**config.mk**
```make
export PLATFORM = sky130hd
export DESIGN_NAME = dpt_ctrl
export DESIGN_NICKNAME = d
export VERILOG_FILES = /design/src/sv/dpt_pkg.sv /design/src/sv/dpt_ctrl.sv
export SDC_FILE = /design/constraint.sdc
export NUM_CORES = 1
export LEC_CHECK = 0
export BUFFER_PORTS_ARGS = -buffer_cell sky130_fd_sc_hd__clkbuf_2
export CORE_ASPECT_RATIO = 1.1
export CORE_MARGIN = 5
export CORE_UTILIZATION = 53
export DETAILED_ROUTE_END_ITERATION = 12
export PLACE_DENSITY = 0.77
export SYNTH_ARGS = -nofsm -noshare
export SYNTH_HDL_FRONTEND = slang
export SYNTH_SLANG_ARGS = --single-unit
```
**constraint.sdc**
```tcl
create_clock -name clk -period 2.1 [get_ports clk]
set_input_delay 0.105 -clock clk [delete_from_list [all_inputs] [get_ports clk]]
set_output_delay 0.105 -clock clk [all_outputs]
set_load 0.02 [all_outputs]
```
**src/sv/dpt_pkg.sv**
```systemverilog
// Package for the primality tester: widths, range limits, base table and
// the controller/datapath command and status structs. No dependencies.
package dpt_pkg;
    localparam int unsigned NW = 49;
    localparam int unsigned CW = 6;
    localparam int unsigned BASE_COUNT = 7;
    localparam logic [NW-1:0] RANGE_LOW  = 49'd17;
    localparam logic [NW-1:0] RANGE_HIGH = 49'd341550071728321;

    function automatic logic [4:0] base_at(input logic [2:0] k);
        logic [4:0] b;
        case (k)
            3'd0:    b = 5'd2;
            3'd1:    b = 5'd3;
            3'd2:    b = 5'd5;
            3'd3:    b = 5'd7;
            3'd4:    b = 5'd11;
            3'd5:    b = 5'd13;
            default: b = 5'd17;
        endcase
        return b;
    endfunction

    typedef enum logic [2:0] {
        OP_NONE, OP_LOAD, OP_BASE, OP_MUL_RB, OP_SQ_B, OP_SQ_X, OP_SHIFT_E
    } op_t;

    typedef struct packed {
        op_t        op;
        logic [2:0] base_idx;
    } dp_cmd_t;

    typedef struct packed {
        logic mul_done;
        logic e_zero;
        logic e_lsb;
        logic x_one;
        logic x_nm1;
        logic is_even;
        logic in_range;
    } dp_stat_t;
endpackage

```
**src/sv/dpt_ctrl.sv**
```systemverilog
// Controller: sequences load, per-base exponentiation and squaring loop,
// and holds the result register. Uses dpt_pkg.
module dpt_ctrl (
    input  logic               clk,
    input  logic               rst_n,
    input  logic               in_fire,
    output logic               in_ready,
    output logic               out_valid,
    input  logic               out_ready,
    output logic               is_prime,
    output logic               out_of_range,
    output dpt_pkg::dp_cmd_t   cmd,
    input  dpt_pkg::dp_stat_t  stat,
    input  logic [5:0]         s_count
);
    localparam logic [3:0] S_IDLE = 4'd0, S_CHK = 4'd1, S_BASE = 4'd2, S_EXP = 4'd3,
                           S_MRB = 4'd4, S_WRB = 4'd5, S_SQB = 4'd6, S_WSQB = 4'd7,
                           S_TEST = 4'd8, S_SQX = 4'd9, S_WSQX = 4'd10, S_OUT = 4'd11,
                           S_LOAD = 4'd12, S_STEP = 4'd13;
    logic [3:0] state_reg, state_next;
    logic [2:0] k_reg, k_next;
    logic [5:0] i_reg, i_next;
    logic       p_reg, p_next, o_reg, o_next;

    assign in_ready     = (state_reg == S_IDLE);
    assign out_valid    = (state_reg == S_OUT);
    assign is_prime     = p_reg;
    assign out_of_range = o_reg;

    always_comb
    begin
        state_next = state_reg; k_next = k_reg; i_next = i_reg;
        p_next = p_reg; o_next = o_reg; cmd.op = dpt_pkg::OP_NONE;
        cmd.base_idx = k_reg;
        unique case (state_reg)
            S_IDLE: if (in_fire)
            begin
                cmd.op = dpt_pkg::OP_LOAD; state_next = S_CHK;
            end
            S_CHK:
            begin
                k_next = '0;
                if (!stat.in_range)
                begin
                    p_next = 1'b0; o_next = 1'b1; state_next = S_OUT;
                end
                else if (stat.is_even)
                begin
                    p_next = 1'b0; o_next = 1'b0; state_next = S_OUT;
                end
                else
                begin
                    p_next = 1'b1; o_next = 1'b0; state_next = S_BASE;
                end
            end
            S_BASE:
            begin
                cmd.op = dpt_pkg::OP_BASE; state_next = S_EXP;
            end
            S_EXP:
                if (stat.e_zero) state_next = S_TEST;
                else if (stat.e_lsb)
                begin
                    cmd.op = dpt_pkg::OP_MUL_RB; state_next = S_WRB;
                end
                else state_next = S_SQB;
            S_WRB: if (stat.mul_done) state_next = S_SQB;
            S_SQB:
            begin
                cmd.op = dpt_pkg::OP_SQ_B; state_next = S_WSQB;
            end
            S_WSQB: if (stat.mul_done)
            begin
                state_next = S_MRB;
            end
            S_MRB:
            begin
                cmd.op = dpt_pkg::OP_SHIFT_E; state_next = S_EXP;
            end
            S_TEST:
            begin
                i_next = 6'd1;
                if (stat.x_one || stat.x_nm1) state_next = S_LOAD;
                else if (s_count > 6'd1) state_next = S_SQX;
                else
                begin
                    p_next = 1'b0; state_next = S_OUT;
                end
            end
            S_SQX:
            begin
                cmd.op = dpt_pkg::OP_SQ_X; state_next = S_WSQX;
            end
            S_WSQX: if (stat.mul_done)
            begin
                i_next = i_reg + 1'b1;
                state_next = S_STEP;
            end
            S_STEP:
            begin
                if (stat.x_nm1) state_next = S_LOAD;
                else if (i_reg < s_count) state_next = S_SQX;
                else
                begin
                    p_next = 1'b0; state_next = S_OUT;
                end
            end
            S_LOAD:
                if (k_reg == 3'(dpt_pkg::BASE_COUNT - 1)) state_next = S_OUT;
                else
                begin
                    k_next = k_reg + 1'b1; state_next = S_BASE;
                end
            S_OUT: if (out_ready) state_next = S_IDLE;
            default: state_next = S_IDLE;
        endcase
    end

    always_ff @(posedge clk or negedge rst_n)
    begin
        if (!rst_n)
        begin
            state_reg <= S_IDLE; k_reg <= '0; i_reg <= '0; p_reg <= 1'b0; o_reg <= 1'b0;
        end
        else
        begin
            state_reg <= state_next; k_reg <= k_next; i_reg <= i_next;
            p_reg <= p_next; o_reg <= o_next;
        end
    end
endmodule
```
==> impl_metrics.tcl <==
set metrics [dict create \
    status "finished clean" \
    dieArea_sq_mm 0.00338 \
    fin_worst_skew_ns 0.00119 \
    fp.dieH_um 60.4 \
    stdcell_count 214 \
    cp-end-kind "output pin" \
    grt_max_degree 19 \
    grt_overflow 0 \
    n_fill_cell 221 \
    finalWeightedCongestion 0.884 \
    power_leakage_nw 0.654 \
    yosysUniqueCellTypes 45 \
    ios 27 \
    worstMarginPinSlew_ns 0.555 \
    num_vias 1325 \
    grt_pass1_vias 1254 \
    cts.sinks 15 \
    antenna_left 0 \
    die_x_um 55.9 \
    drv_slew 0 \
    rsz0062_at_grt "false" \
    mostFrequentLayoutCell "clkbuf_2" \
    nets 210 \
    synth_edf_count 0 \
    relSlewSlack_pct 63.0 \
    post_cts_resized 0 \
    core_area_sq_mm 0.00223 \
    fin_crit_ns 1.94 \
    cts_tree "yes" \
    power_mw 1.88 \
    fin_tns_setup_ns 0 \
    synth_ff_type "dfrtp_1" \
    syn_inst 158 \
    start_util_pct 55.0 \
    num_rows 18 \
    cts-htree-levels 1 \
    hpwl_um 2530 \
    grt_pass1_wl_um 5490 \
    syn_area_sq_mm 0.00123 \
    area_growth_pct 15.8 \
    drive_gt1_share_pct 22.8 \
    port_buffers 26 \
    crit_type "flop to output pin" \
    critical_path.max_fanout 12 \
    power_density_mw_per_mm2 1320 \
    wl_um 3280 \
    dr.pass1.iters 4 \
    required_ns 2.00 \
    cts_made_buffers 3 \
    synth_seq_area_share_pct 30.6 \
    ys_ff_latch 15 \
    yosys_warnings 0 \
    cts_setup_buffers 0 \
    fin_util_pct 63.7 \
    fmax_ghz 0.517 \
    largest_reg_flops 6 \
    antenna_found_initial 0 \
    hold_path.class "input port to flop" \
    arrival_ns 1.83 \
    holdWs_ns 0.00782 \
    diodes 0 \
    ys_async_sr_fraction_pct 100 \
    cts_buffer_depth 2 \
    insertion_delay_ns 0.29 \
    finalHoldViolCount 0 \
    worstSetupStartpointType "flop" \
    grt_usage_pct 20.5 \
    fin_crit_sh_pct 92.2 \
    cap_viol_max_count 0 \
    wl_per_cell_um 15.3 \
    synth.avg_cell_area_sq_um 7.76 \
    drc 0 \
    syn-num-nets 183 \
    setup_viol 0 \
    dp_cells 209 \
    final_cell_mix "26 x clkbuf_2, 18 x nand2_1, 15 x dfrtp_1, 14 x nor2_1, 13 x a21oi_1" \
    drt_iter0_drc 57 \
    cts_root_buf "clkbuf_4" \
    path_clk_slew_ns 0.10 \
    vias_per_cell 6.19 \
    peakVddDrop_uv 1010 \
]
-- through the flow --
stage / setup slack (ns) / instance area, sq um
after floorplan: 0.506 / 1230
after global placement: 0.325 / 1380
after detailed placement: 0.266 / 1380
after CTS: 0.185 / 1420
after global routing: 0.0575 / 1420
final: 0.164 / 1420
-- power breakdown --
part | total [mW] | switching [mW] | internal [mW]
Clock | 0.172 | 0.102 | 0.0709
Sequential | 0.588 | 0.196 | 0.392
Combinational | 1.11 | 0.669 | 0.446
-- Yosys cell counts (5+ instances only) --
master | number | area [sq um]
a21oi_1 | 13 | 65.1
o21ai_1 | 5 | 25.0
ha_1 | 8 | 100
buf_2 | 6 | 30.0
dfrtp_1 | 15 | 375
o21ai_0 | 8 | 40.0
nand2_1 | 18 | 67.6
inv_1 | 9 | 33.8
nor2_1 | 14 | 52.6
nand3_1 | 7 | 35.0
-- path summary, 6_finish.rpt --
check,start,endpoint,slack (ns),cells after the start
min in group asynchronous,rst_n,i_reg[5],0.26,2
max in group asynchronous,rst_n,state_reg[1],1.56,2
worst min-delay path,stat[0],out_of_range,0.008,2
worst min register to register,out_of_range,out_of_range,0.51,2
worst max register to register,state_reg[3],state_reg[2],0.23,5
worst max-delay path,state_reg[2],cmd[4],0.16,5
-- timing repair --
item | 4_1_cts | 5_1_grt
endpoints found under the setup margin | 0 | 0
hold buffers | 1 | 0
endpoints found under the hold margin | 15 | 0
-- critical path, stage by stage (launching register included) --
cell,delay (ns)
dfrtp_1,0.55
buf_4,0.24
inv_1,0.16
o211ai_1,0.12
a21oi_1,0.25
clkbuf_2,0.22
-- cell type report --
type	count	area, sq um	share of cell area, %
clock buffer	3	22.5	1.59
clock inverter	1	5.00	0.352
inverter	11	41.3	2.91
multi-input combinational	123	768	54.1
sequential	15	375	26.4
tap	30	37.5	2.64
timing repair buffer	31	170	12.0
-- logic make-up (layout without fill, tap and decap cells) --
kind of cell    after synthesis  after routing  synth area share [%]
simple gates                 62             62                  26.0
compound gates               49             49                  25.6
buf+inv                      20             46                  6.73
flops                        15             15                  30.6
fa+ha+maj                     8              8                  8.16
xor+xnor                      4              4                  2.86
-- per-layer routing --
metal  track usage [%]  vias up  share of wire [%]
met5                 0        -                  0
met4              11.2        0                3.5
met3              4.89       17                7.4
met2              36.0       66                 48
met1              23.5      610                 41
li1                  -      632                  -
Note: power is estimated with default switching activity, not from simulation.
